**src/rtl/lruk_pkg.sv**
```systemverilog
// Shared types, widths and codes for the LRU-K victim selector.
// No dependencies; every other file in rtl/ imports this package.
`default_nettype none

package lruk_pkg;

   // Geometry
   localparam int FRAMES_MAX  = 64;
   localparam int K_MAX       = 8;
   localparam int FRAME_W     = $clog2(FRAMES_MAX);
   localparam int FRAME_CNT_W = $clog2(FRAMES_MAX + 1);
   localparam int SLOT_W      = $clog2(K_MAX);
   localparam int COUNT_W     = $clog2(K_MAX + 1);
   localparam int HIST_ADDR_W = FRAME_W + SLOT_W;
   localparam int HIST_DEPTH  = FRAMES_MAX * K_MAX;
   localparam int TIME_W      = 48;

   localparam logic [TIME_W-1:0] TIME_MAX = {TIME_W{1'b1}};

   // Word fields
   localparam int OP_W     = 3;
   localparam int STATUS_W = 2;

   // Configuration registers
   localparam int DEPTH_W    = 4;
   localparam int FRAMES_W   = 7;
   localparam int CSR_IDX_W  = 1;
   localparam int CSR_DATA_W = 7;

   localparam logic [CSR_IDX_W-1:0] REG_HISTORY_DEPTH = 1'd0;
   localparam logic [CSR_IDX_W-1:0] REG_FRAMES_IN_USE = 1'd1;

   localparam logic [DEPTH_W-1:0]  DEPTH_RESET  = 4'd2;
   localparam logic [FRAMES_W-1:0] FRAMES_RESET = 7'd64;

   // Operation codes
   localparam logic [OP_W-1:0] OP_RECORD      = 3'd0;
   localparam logic [OP_W-1:0] OP_SET_EVICT   = 3'd1;
   localparam logic [OP_W-1:0] OP_CLEAR_EVICT = 3'd2;
   localparam logic [OP_W-1:0] OP_REMOVE      = 3'd3;
   localparam logic [OP_W-1:0] OP_EVICT       = 3'd4;

   // Status codes
   localparam logic [STATUS_W-1:0] STATUS_DONE       = 2'd0;
   localparam logic [STATUS_W-1:0] STATUS_NO_VICTIM  = 2'd1;
   localparam logic [STATUS_W-1:0] STATUS_NOT_EVICT  = 2'd2;
   localparam logic [STATUS_W-1:0] STATUS_OUT_OF_RNG = 2'd3;

   // Per-frame ring bookkeeping
   typedef struct packed {
      logic [SLOT_W-1:0]  head;
      logic [COUNT_W-1:0] count;
   } meta_type;

   // Commands into the bookkeeping store
   typedef struct packed {
      logic               rd_en;
      logic [FRAME_W-1:0] rd_addr;
      logic               wr_en;
      logic [FRAME_W-1:0] wr_addr;
      meta_type           wr_data;
      logic               clr_en;
      logic [FRAME_W-1:0] clr_addr;
   } meta_cmd_type;

   // Commands into the history RAM
   typedef struct packed {
      logic                   en;
      logic                   we;
      logic [HIST_ADDR_W-1:0] addr;
      logic [TIME_W-1:0]      wdata;
   } hist_cmd_type;

   // One frame moving through the scan pipeline
   typedef struct packed {
      logic               valid;
      logic               evictable;
      logic               short_hist;
      logic [FRAME_W-1:0] frame;
   } scan_beat_type;

endpackage

`default_nettype wire

```
**src/rtl/lruk_best_track.sv**
```systemverilog
// Compare unit of the victim scan: keeps the first short-history frame
// or else the oldest K-th stamp, later index on a tie. Depends on lruk_pkg.
`default_nettype none

module lruk_best_track
   import lruk_pkg::*;
(
   input  logic               clock,
   input  logic               reset,
   input  logic               start,
   input  scan_beat_type      beat,
   input  logic [TIME_W-1:0]  beat_time,
   output logic               found,
   output logic [FRAME_W-1:0] best_frame
);

   logic               found_short_ff;
   logic               found_any_ff;
   logic [FRAME_W-1:0] best_frame_ff;
   logic [TIME_W-1:0]  best_time_ff;
   logic               candidate;
   logic               take_short;
   logic               take_old;

   assign candidate  = beat.valid && beat.evictable && !found_short_ff;
   assign take_short = candidate && beat.short_hist;
   assign take_old   = candidate && !beat.short_hist &&
                       (!found_any_ff || (beat_time <= best_time_ff));

   always_ff @(posedge clock) begin
      if (reset || start) begin
         found_short_ff <= 1'b0;
         found_any_ff   <= 1'b0;
      end else begin
         if (take_short) begin
            found_short_ff <= 1'b1;
            best_frame_ff  <= beat.frame;
         end else if (take_old) begin
            found_any_ff  <= 1'b1;
            best_frame_ff <= beat.frame;
            best_time_ff  <= beat_time;
         end
      end
   end

   assign found      = found_short_ff || found_any_ff;
   assign best_frame = best_frame_ff;

endmodule

`default_nettype wire
```
**config.mk**
```make
export PLATFORM = sky130hd
export DESIGN_NAME = lruk_best_track
export DESIGN_NICKNAME = d
export VERILOG_FILES = /design/src/rtl/lruk_pkg.sv /design/src/rtl/lruk_best_track.sv
export SDC_FILE = /design/constraint.sdc
export NUM_CORES = 1
export LEC_CHECK = 0
export BUFFER_PORTS_ARGS = -buffer_cell sky130_fd_sc_hd__buf_2
export CAP_MARGIN = 20
export CORE_ASPECT_RATIO = 0.9
export CORE_MARGIN = 2
export CORE_UTILIZATION = 41
export DETAILED_ROUTE_END_ITERATION = 10
export SLEW_MARGIN = 20
export SYNTH_ARGS = -nofsm -noshare
export SYNTH_HDL_FRONTEND = slang
export SYNTH_SLANG_ARGS = --single-unit
```
**constraint.sdc**
```tcl
create_clock -name clock -period 4.2 [get_ports clock]
set_input_delay 0.21 -clock clock [delete_from_list [all_inputs] [get_ports clock]]
set_output_delay 0.21 -clock clock [all_outputs]
set_load 0.05 [all_outputs]
```
==> results.yml <==
status:
  outcome: "finished, final reports clean"
yosys:
  synth-edff-count: 54
  synthCells: 239
  yosysTopAreaCell: "edfxtp_1"
  synth.distinct_cells: 29
  yosys_warnings: 0
  synthTopCellsByArea: "edfxtp_1, ha_1, inv_1, a21oi_1, nand2_1"
  synth_ff_type: "edfxtp_1"
  ys_seq_area_share_pct: 56.5
  yosys.area.top_type_share_pct: 55.1
  syn_area_sq_um: 2940
  avgSynthCellArea_sq_um: 12.3
  synth.ff_latch_count: 56
  yosysMostFrequentCell: "edfxtp_1"
  synth_async_sr_flop_share_pct: 0
  yosys-top-cells-count: "edfxtp_1, ha_1, inv_1"
  syn-num-nets: 347
final_layout:
  diodes: 0
  nFillCells: 641
  drive_gt1_share_pct: 26.1
  layout.nets: 421
  area_growth_pct: 20.6
drt:
  drt_iter0_drc: 62
  drt_first_pass_iters: 4
  drc: 0
  ant_nets: 0
  vias_per_cell: 4.63
  wl_per_cell_um: 12.1
  drt-total-wl_um: 4920
  num_vias: 1885
critical_path:
  crit_required_ns: 4.21
  endpoint: "best_time_ff[11]"
  r2r-end: "best_time_ff[11]"
  cp.buffers_inverters: 2
  crit_chain: "inv_1, ha_1, nand4_2, nor3_2, a21boi_1, or4_1, a211oi_2, o21a_1, o21ba_2, buf_12"
  cp.depth: 10
  criticalPathCategory: "reg -> reg"
  worstRegToRegCells: 10
  crit_arrival_ns: 3.12
  endpoint_kind: "flop"
  reg2reg_from: "best_time_ff[15]"
  worst-r2r-setup-slack_ns: 1.10
  cp_max_fo: 25
  crit_slowest_cell: "o21ba_2"
  worstSetupStartpointType: "flop"
  critical-path-max-stage-delay_ns: 0.57
  startpoint: "best_time_ff[15]"
  path_delay_family: "compound AO/OA/AOI/OAI gates"
cts:
  cts_root_buffer: "clkbuf_8"
  numCtsBuffers: 5
  cts_resized: 0
  clk_latency_ns: 0.31
  path_clk_slew_ns: 0.11
  clock_sinks: 56
  clk_path_buf_depth: 2
  tritoncts: "done"
  postCtsSetupBuffers: 0
  postCtsHoldBufs: 0
  htree_levels: 2
sta:
  period_needed_ns: 3.10
  rsz0062_at_grt: "no"
  finalCritPeriodShare_pct: 73.9
  hold_violations: 0
  fmax_ghz: 0.322
  clock_skew_ns: 0.0156
  slew_viol_final: 0
  slew_headroom_pct: 56.6
  tightest_slew_ns: 0.652
  fin_setup_tns_ns: 0
  finalSetupViolCount: 0
  fin_hold_ws_ns: 0.0727
die:
  dieArea_sq_um: 7870
  initial_core_util_pct: 42.0
  core_sq_um: 7000
  dieHeight_um: 84.3
  io_pins: 67
  die_w_um: 93.3
  rows: 29
pwr:
  p_per_area_nw_per_um2: 323
  p_int_uw: 907
  p_sw_share_pct: 20.8
  cellLeakagePower_uw: 0.00164
  combPwrFrac_pct: 9.1
  pwr-share-seq_pct: 54.2
  p_clk_share_pct: 36.7
  p_switching_uw: 238
  ir_drop_mv: 0.170
grt:
  first_global_vias: 1908
  antenna_found_initial: 0
  grt_max_degree: 26
  grtUsageTotal_pct: 13.7
  overflow: 0
  grt_pass1_wl_um: 8490
hold_path:
  worstHoldStart: "beat[2]"
  hp-class: "in -> reg"
placement:
  io_buffer_count: 66
  place_congestion: 0.790
  dp_hpwl_um: 3930
flow_run:
  maxCapViolCount: 0
[registers in the layout, summed over array words and instances, names as in the netlist]
register        count
found_short_ff      1
found_any_ff        1
best_time_ff       48
best_frame          6
[cell usage in the layout, fill, tap and decap left out, types with 2 or more instances in the layout]
cell / netlist / layout
a21o_1: 2 / 2
edfxtp_1: 54 / 54
clkbuf_8: 0 / 5
bufinv_16: 0 / 2
ha_1: 48 / 48
buf_2: 0 / 66
a21oi_1: 17 / 17
nand3_1: 7 / 7
nor2_1: 8 / 8
o21ai_0: 7 / 7
inv_1: 48 / 48
nand2_1: 16 / 16
dfxtp_1: 2 / 2
nor3_1: 3 / 3
a211oi_1: 5 / 5
nand4_1: 6 / 6
[cell type report]
cell class	count	area [sq um]	area share, %
clock buffer	5	68.8	1.94
clock inverter	3	68.8	1.94
inverter	48	180	5.08
multi-input combinational	135	1100	31.0
sequential	56	1660	46.9
tap	93	116	3.28
timing repair buffer	67	350	9.88
[worst min path at each step]
stage	endpoint	slack, ns	cells past startpoint
after global routing	best_frame[5]	0.05	1
final	best_frame[2]	0.07	1
after global placement	best_frame[3]	0.39	1
after CTS	best_frame[5]	0.06	1
after floorplan	best_frame[0]	0.31	0
after detailed placement	best_frame[3]	0.39	1
[cells by family after synthesis]
kind of cell             share of synthesized area, %
adder cells (fa/ha/maj)                          20.4
AO/OA/AOI/OAI                                    8.47
buffers and inverters                            6.13
flip-flops                                       56.5
AND/OR/NAND/NOR                                  8.47
[worst reg2reg max path, stage by stage, from the launching register on]
cell      delay (ns)
edfxtp_1        0.39
inv_1           0.06
ha_1            0.25
nand4_2         0.13
nor3_2          0.06
a21boi_1        0.12
or4_1           0.56
a211oi_2        0.21
o21a_1          0.17
o21ba_2         0.57
buf_12          0.27
[metal layers]
metal | global-route usage (%) | share of wire (%) | vias up
met1 | 18.7 | 50 | 838
met3 | 3.32 | 5.0 | 7
li1 | - | - | 1004
met4 | 3.61 | 1.1 | 0
met2 | 21.9 | 44 | 36
met5 | 0 | 0 | -
[power by group through the flow]
stage	sequential, uW	clock [uW]	combinational (uW)
after detailed placement	633	0	105
after CTS	621	433	106
after global routing	621	452	122
final	620	421	104
after floorplan	637	0	51.0
after global placement	633	0	104
[per-stage QoR]
stage	area, sq um	total power [uW]	std cells	utilization [%]	setup WS, ns
floorplan	2940	688	239	-	0.830
global placement	3410	737	399	48.7	1.16
detailed placement	3410	739	399	48.7	1.11
CTS	3540	1160	407	50.6	1.03
global route	3540	1190	407	50.6	0.856
finish	3540	1150	407	50.6	1.10
Note: power is estimated with default switching activity, not from simulation.
