## src/rtl/lruk_pkg.sv

```systemverilog
// Shared types, widths and codes for the LRU-K victim selector.
// No dependencies; every other file in rtl/ imports this package.
`default_nettype none

package lruk_pkg;

   // Geometry
   localparam int FRAMES_MAX  = 64;
   localparam int K_MAX       = 8;
   localparam int FRAME_W     = $clog2(FRAMES_MAX);
   localparam int FRAME_CNT_W = $clog2(FRAMES_MAX + 1);
   localparam int SLOT_W      = $clog2(K_MAX);
   localparam int COUNT_W     = $clog2(K_MAX + 1);
   localparam int HIST_ADDR_W = FRAME_W + SLOT_W;
   localparam int HIST_DEPTH  = FRAMES_MAX * K_MAX;
   localparam int TIME_W      = 48;

   localparam logic [TIME_W-1:0] TIME_MAX = {TIME_W{1'b1}};

   // Word fields
   localparam int OP_W     = 3;
   localparam int STATUS_W = 2;

   // Configuration registers
   localparam int DEPTH_W    = 4;
   localparam int FRAMES_W   = 7;
   localparam int CSR_IDX_W  = 1;
   localparam int CSR_DATA_W = 7;

   localparam logic [CSR_IDX_W-1:0] REG_HISTORY_DEPTH = 1'd0;
   localparam logic [CSR_IDX_W-1:0] REG_FRAMES_IN_USE = 1'd1;

   localparam logic [DEPTH_W-1:0]  DEPTH_RESET  = 4'd2;
   localparam logic [FRAMES_W-1:0] FRAMES_RESET = 7'd64;

   // Operation codes
   localparam logic [OP_W-1:0] OP_RECORD      = 3'd0;
   localparam logic [OP_W-1:0] OP_SET_EVICT   = 3'd1;
   localparam logic [OP_W-1:0] OP_CLEAR_EVICT = 3'd2;
   localparam logic [OP_W-1:0] OP_REMOVE      = 3'd3;
   localparam logic [OP_W-1:0] OP_EVICT       = 3'd4;

   // Status codes
   localparam logic [STATUS_W-1:0] STATUS_DONE       = 2'd0;
   localparam logic [STATUS_W-1:0] STATUS_NO_VICTIM  = 2'd1;
   localparam logic [STATUS_W-1:0] STATUS_NOT_EVICT  = 2'd2;
   localparam logic [STATUS_W-1:0] STATUS_OUT_OF_RNG = 2'd3;

   // Per-frame ring bookkeeping
   typedef struct packed {
      logic [SLOT_W-1:0]  head;
      logic [COUNT_W-1:0] count;
   } meta_type;

   // Commands into the bookkeeping store
   typedef struct packed {
      logic               rd_en;
      logic [FRAME_W-1:0] rd_addr;
      logic               wr_en;
      logic [FRAME_W-1:0] wr_addr;
      meta_type           wr_data;
      logic               clr_en;
      logic [FRAME_W-1:0] clr_addr;
   } meta_cmd_type;

   // Commands into the history RAM
   typedef struct packed {
      logic                   en;
      logic                   we;
      logic [HIST_ADDR_W-1:0] addr;
      logic [TIME_W-1:0]      wdata;
   } hist_cmd_type;

   // One frame moving through the scan pipeline
   typedef struct packed {
      logic               valid;
      logic               evictable;
      logic               short_hist;
      logic [FRAME_W-1:0] frame;
   } scan_beat_type;

endpackage

`default_nettype wire

```

## src/rtl/lruk_meta_store.sv

```systemverilog
// Per-frame ring head and access count, with a valid bit per frame so that
// reset and history clears read back as zero. Depends on lruk_pkg.
`default_nettype none

module lruk_meta_store
   import lruk_pkg::*;
(
   input  logic         clock,
   input  logic         reset,
   input  meta_cmd_type cmd,
   output meta_type     rd_data
);

   meta_type                mem [FRAMES_MAX];
   logic [FRAMES_MAX-1:0]   valid_ff;
   meta_type                rd_data_ff;

   always_ff @(posedge clock) begin
      if (cmd.wr_en) begin
         mem[cmd.wr_addr] <= cmd.wr_data;
      end
      if (cmd.rd_en) begin
         rd_data_ff <= valid_ff[cmd.rd_addr] ? mem[cmd.rd_addr] : '0;
      end
   end

   always_ff @(posedge clock) begin
      if (reset) begin
         valid_ff <= '0;
      end else begin
         if (cmd.wr_en) begin
            valid_ff[cmd.wr_addr] <= 1'b1;
         end
         if (cmd.clr_en) begin
            valid_ff[cmd.clr_addr] <= 1'b0;
         end
      end
   end

   assign rd_data = rd_data_ff;

endmodule

`default_nettype wire

```

## config.mk

```make
export PLATFORM = sky130hd
export DESIGN_NAME = lruk_meta_store
export DESIGN_NICKNAME = d
export VERILOG_FILES = /design/src/rtl/lruk_pkg.sv /design/src/rtl/lruk_meta_store.sv
export SDC_FILE = /design/constraint.sdc
export NUM_CORES = 1
export LEC_CHECK = 0
export BUFFER_PORTS_ARGS = -buffer_cell sky130_fd_sc_hd__buf_2
export CAP_MARGIN = 10
export CORE_MARGIN = 1
export CORE_UTILIZATION = 60
export DETAILED_ROUTE_END_ITERATION = 10
export GPL_TIMING_DRIVEN = 0
export MAX_ROUTING_LAYER = met4
export PLACE_DENSITY_LB_ADDON = 0.15
export SKIP_CTS_REPAIR_TIMING = 1
export SYNTH_ARGS = -nofsm -noshare
export SYNTH_HDL_FRONTEND = slang
export SYNTH_SLANG_ARGS = --single-unit
```

## constraint.sdc

```tcl
create_clock -name clock -period 3 [get_ports clock]
set_input_delay 0.15 -clock clock [delete_from_list [all_inputs] [get_ports clock]]
set_output_delay 0.15 -clock clock [all_outputs]
set_load 0.005 [all_outputs]
```

==> impl_metrics.env <==
export IMPL_vias=10900
export IMPL_synth_area_leader_cell="edfxtp_1"
export IMPL_finalClockSkew_ns=0.0147
export IMPL_power_leakage_uw=0.00725
export IMPL_pin_count=37
export IMPL_async_flop_share_pct=0
export IMPL_htreeDepth=2
export IMPL_wl_per_cell_um=29.0
export IMPL_postRouteAntennaNets=0
export IMPL_routed_wl_um=48600
export IMPL_gp_congestion=0.937
export IMPL_cts_buffer_depth=3
export IMPL_clockRootBuffer="clkbuf_16"
export IMPL_synth_seq_cells=519
export IMPL_synth_compound_area_share_pct=5.52
export IMPL_vias_per_cell=6.53
export IMPL_fp_row_count=67
export IMPL_maxCapViolations=0
export IMPL_drcViolationCount=0
export IMPL_rsz0062_at_grt="false"
export IMPL_dp_hpwl_um=31900
export IMPL_layout_drive_gt1_share_pct=22.6
export IMPL_seq_area_um2=14900
export IMPL_die_area_um2=35200
export IMPL_finalHoldViolations=0
export IMPL_tritoncts_num_buffers=50
export IMPL_power_uw=14700
export IMPL_min_path_type="primary input to register"
export IMPL_clkTransAtPathRegs_ns=0.06
export IMPL_period_needed_ns=2.41
export IMPL_slowest_delay_ns=0.87
export IMPL_final_net_count=1214
export IMPL_multi_input_area_um2=5220
export IMPL_io_buffers=23
export IMPL_grt_pass1_vias=10700
export IMPL_setup_tns_ns=0
export IMPL_yosysMostFrequentCell="edfxtp_1"
export IMPL_place_ws_ns=0.360
export IMPL_yosys_mux_area_fraction_pct=14.8
export IMPL_netSwitchingPower_uw=3110
export IMPL_antenna_found_initial=1
export IMPL_slowest_stage="nor2_1"
export IMPL_status="completed"
export IMPL_timing_hold_ws_ns=0.0189
export IMPL_synth_adder_area_share_pct=0
export IMPL_startpoint_type="primary input"
export IMPL_drtIter0Drc=1240
export IMPL_worst_pin_slew_ns=1.26
export IMPL_synth_fp_nets=1127
export IMPL_required_ns=3.18
export IMPL_fin_ws_ns=0.595
export IMPL_dr_pass1_iters=6
export IMPL_p_clk_share_pct=40.7
export IMPL_cts_tree="done"
export IMPL_fin_util_pct=68.3
export IMPL_synthSimpleGateAreaFrac_pct=4.91
export IMPL_setup_viol_count_final=0
export IMPL_worstPathArrival_ns=2.58
export IMPL_power_internal_uw=11600
export IMPL_overflow=0
export IMPL_criticalPathCategory="primary input to register"
export IMPL_fmax_ghz=0.416
export IMPL_syn_area_um2=20600
export IMPL_synth_edf_count=455
export IMPL_die_h_um=188
export IMPL_ys_warn_count=0
export IMPL_seqPwrFrac_pct=53.7
export IMPL_grt_usage_pct=29.4
export IMPL_clock_latency_ns=0.57
export IMPL_path_buf_inv=3
export IMPL_pwr_share_comb_pct=5.5
export IMPL_path_cells="dlygate4sd3_1 -> buf_4 -> or3b_1 -> or2_1 -> buf_2 -> nor2_1"
export IMPL_cts_sinks=519
export IMPL_finalMaxSlewViolations=0
export IMPL_grt_pass1_wl_um=71200
export IMPL_synthXorXnorAreaFrac_pct=0
export IMPL_p_sw_share_pct=21.1
export IMPL_ir_drop_mv=0.626
export IMPL_synthDistinctLibCells=44
export IMPL_critPathTopFamily="simple AND/OR/NAND/NOR gates"
export IMPL_end_kind="register"
export IMPL_yosys_top_cells_count="edfxtp_1 (455), nor2_1 (136), mux4_2 (104), dfxtp_1 (64), a22oi_1 (57)"
export IMPL_grt_max_degree=65
export IMPL_synthTopCellsByArea="edfxtp_1 (66%), mux4_2 (11%), dfxtp_1 (6.2%), mux4_1 (3.1%), nor2_1 (2.5%)"
export IMPL_yosysTopAreaCellShare_pct=66.2
export IMPL_fill_cells=2198
export IMPL_min_period_over_period_pct=80.2
export IMPL_core_area_um2=33700
export IMPL_start_util_pct=61.3
export IMPL_synth_seq_area_share_pct=72.4
export IMPL_powerDensity_nw_per_um2=640
export IMPL_relSlewSlack_pct=16.0
export IMPL_synthFlopType="edfxtp_1"
export IMPL_area_delta_synth_final_pct=11.5
export IMPL_syn_area_per_cell_um2=18.8
export IMPL_cp_max_fo=10
export IMPL_die_w_um=188
export IMPL_synth_top_family_by_area="multiplexers"
export IMPL_synth_cells=1097
power groups by stage:
| stage | clock network [uW] | logic, uW | registers [uW] |
|---|---|---|---|
| final | 6010 | 816 | 7920 |
| after floorplan | 0 | 476 | 8070 |
| after detailed placement | 0 | 800 | 8070 |
| after global routing | 6310 | 863 | 7920 |
| after global placement | 0 | 785 | 8070 |
| after CTS | 6040 | 801 | 7920 |
placed cells by master, fill, tap and decap left out, drive strengths merged, types with 2 or more instances in the layout:
cell / n
nand3: 4
clkbuf: 95
nand2b: 3
dfxtp: 64
diode: 2
a221oi: 2
bufinv: 2
or2: 5
a21oi: 30
mux4: 128
a22oi: 58
nor2b: 3
dlygate4sd3: 6
buf: 75
and3b: 2
nand4b: 2
clkinv: 20
o21a: 2
nand2: 6
nor3: 20
or3b: 4
nand3b: 6
edfxtp: 455
nor2: 148
mux2i: 7
inv: 3
nor4: 2
a211oi: 61
nor3b: 3
flip-flops by register name, indices dropped and copies added, names as in the netlist:
name      cells
rd_data       7
mem         448
valid_ff     64
cells by family (layout without fill, tap and decap cells):
group / Yosys count / after routing
flops: 519 / 519
buf+inv: 75 / 201
compound gates: 154 / 154
mux: 136 / 136
simple gates: 213 / 213
other cells: 0 / 2
path summary, 6_finish.rpt:
path / startpoint / end / slack [ns] / cells past startpoint
worst max-delay path: cmd[15] / mem[58][4]$_DFFE_PP_ / 0.59 / 6
worst min-delay path: cmd[0] / valid_ff[60]$_SDFF_PP0_ / 0.02 / 3
worst max register to register: mem[19][2]$_DFFE_PP_ / rd_data[2]$_SDFFCE_PN0P_ / 0.88 / 5
worst min register to register: valid_ff[50]$_SDFF_PP0_ / valid_ff[50]$_SDFF_PP0_ / 0.47 / 1
metrics by stage:
stage / std cells / area [um^2]
floorplan: 1097 / 20600
global placement: 1568 / 21300
detailed placement: 1571 / 21400
CTS: 1662 / 22900
global route: 1672 / 23000
finish: 1673 / 23000
metal layers:
metal / global-route usage [%] / routed length, um
met4: 8.57 / 1350
met3: 7.28 / 4510
met5: - / 0
met1: 41.3 / 20100
met2: 43.4 / 22700
worst reg2reg max path, stage by stage (launching register included):
cell      delay [ns]
edfxtp_1        0.34
mux4_1          0.53
a22oi_1         0.45
a21oi_1         0.21
nor3_2          0.21
a211oi_2        0.08
cell type report:
class / instances / share of cell area, %
antenna: 2 / 0.0217
buffer: 73 / 2.12
clock buffer: 68 / 6.09
clock inverter: 23 / 0.668
inverter: 2 / 0.0326
multi-input combinational: 503 / 22.7
sequential: 519 / 64.9
tap: 448 / 2.43
timing repair buffer: 35 / 1.05
Power figures use the tool's default switching activity.
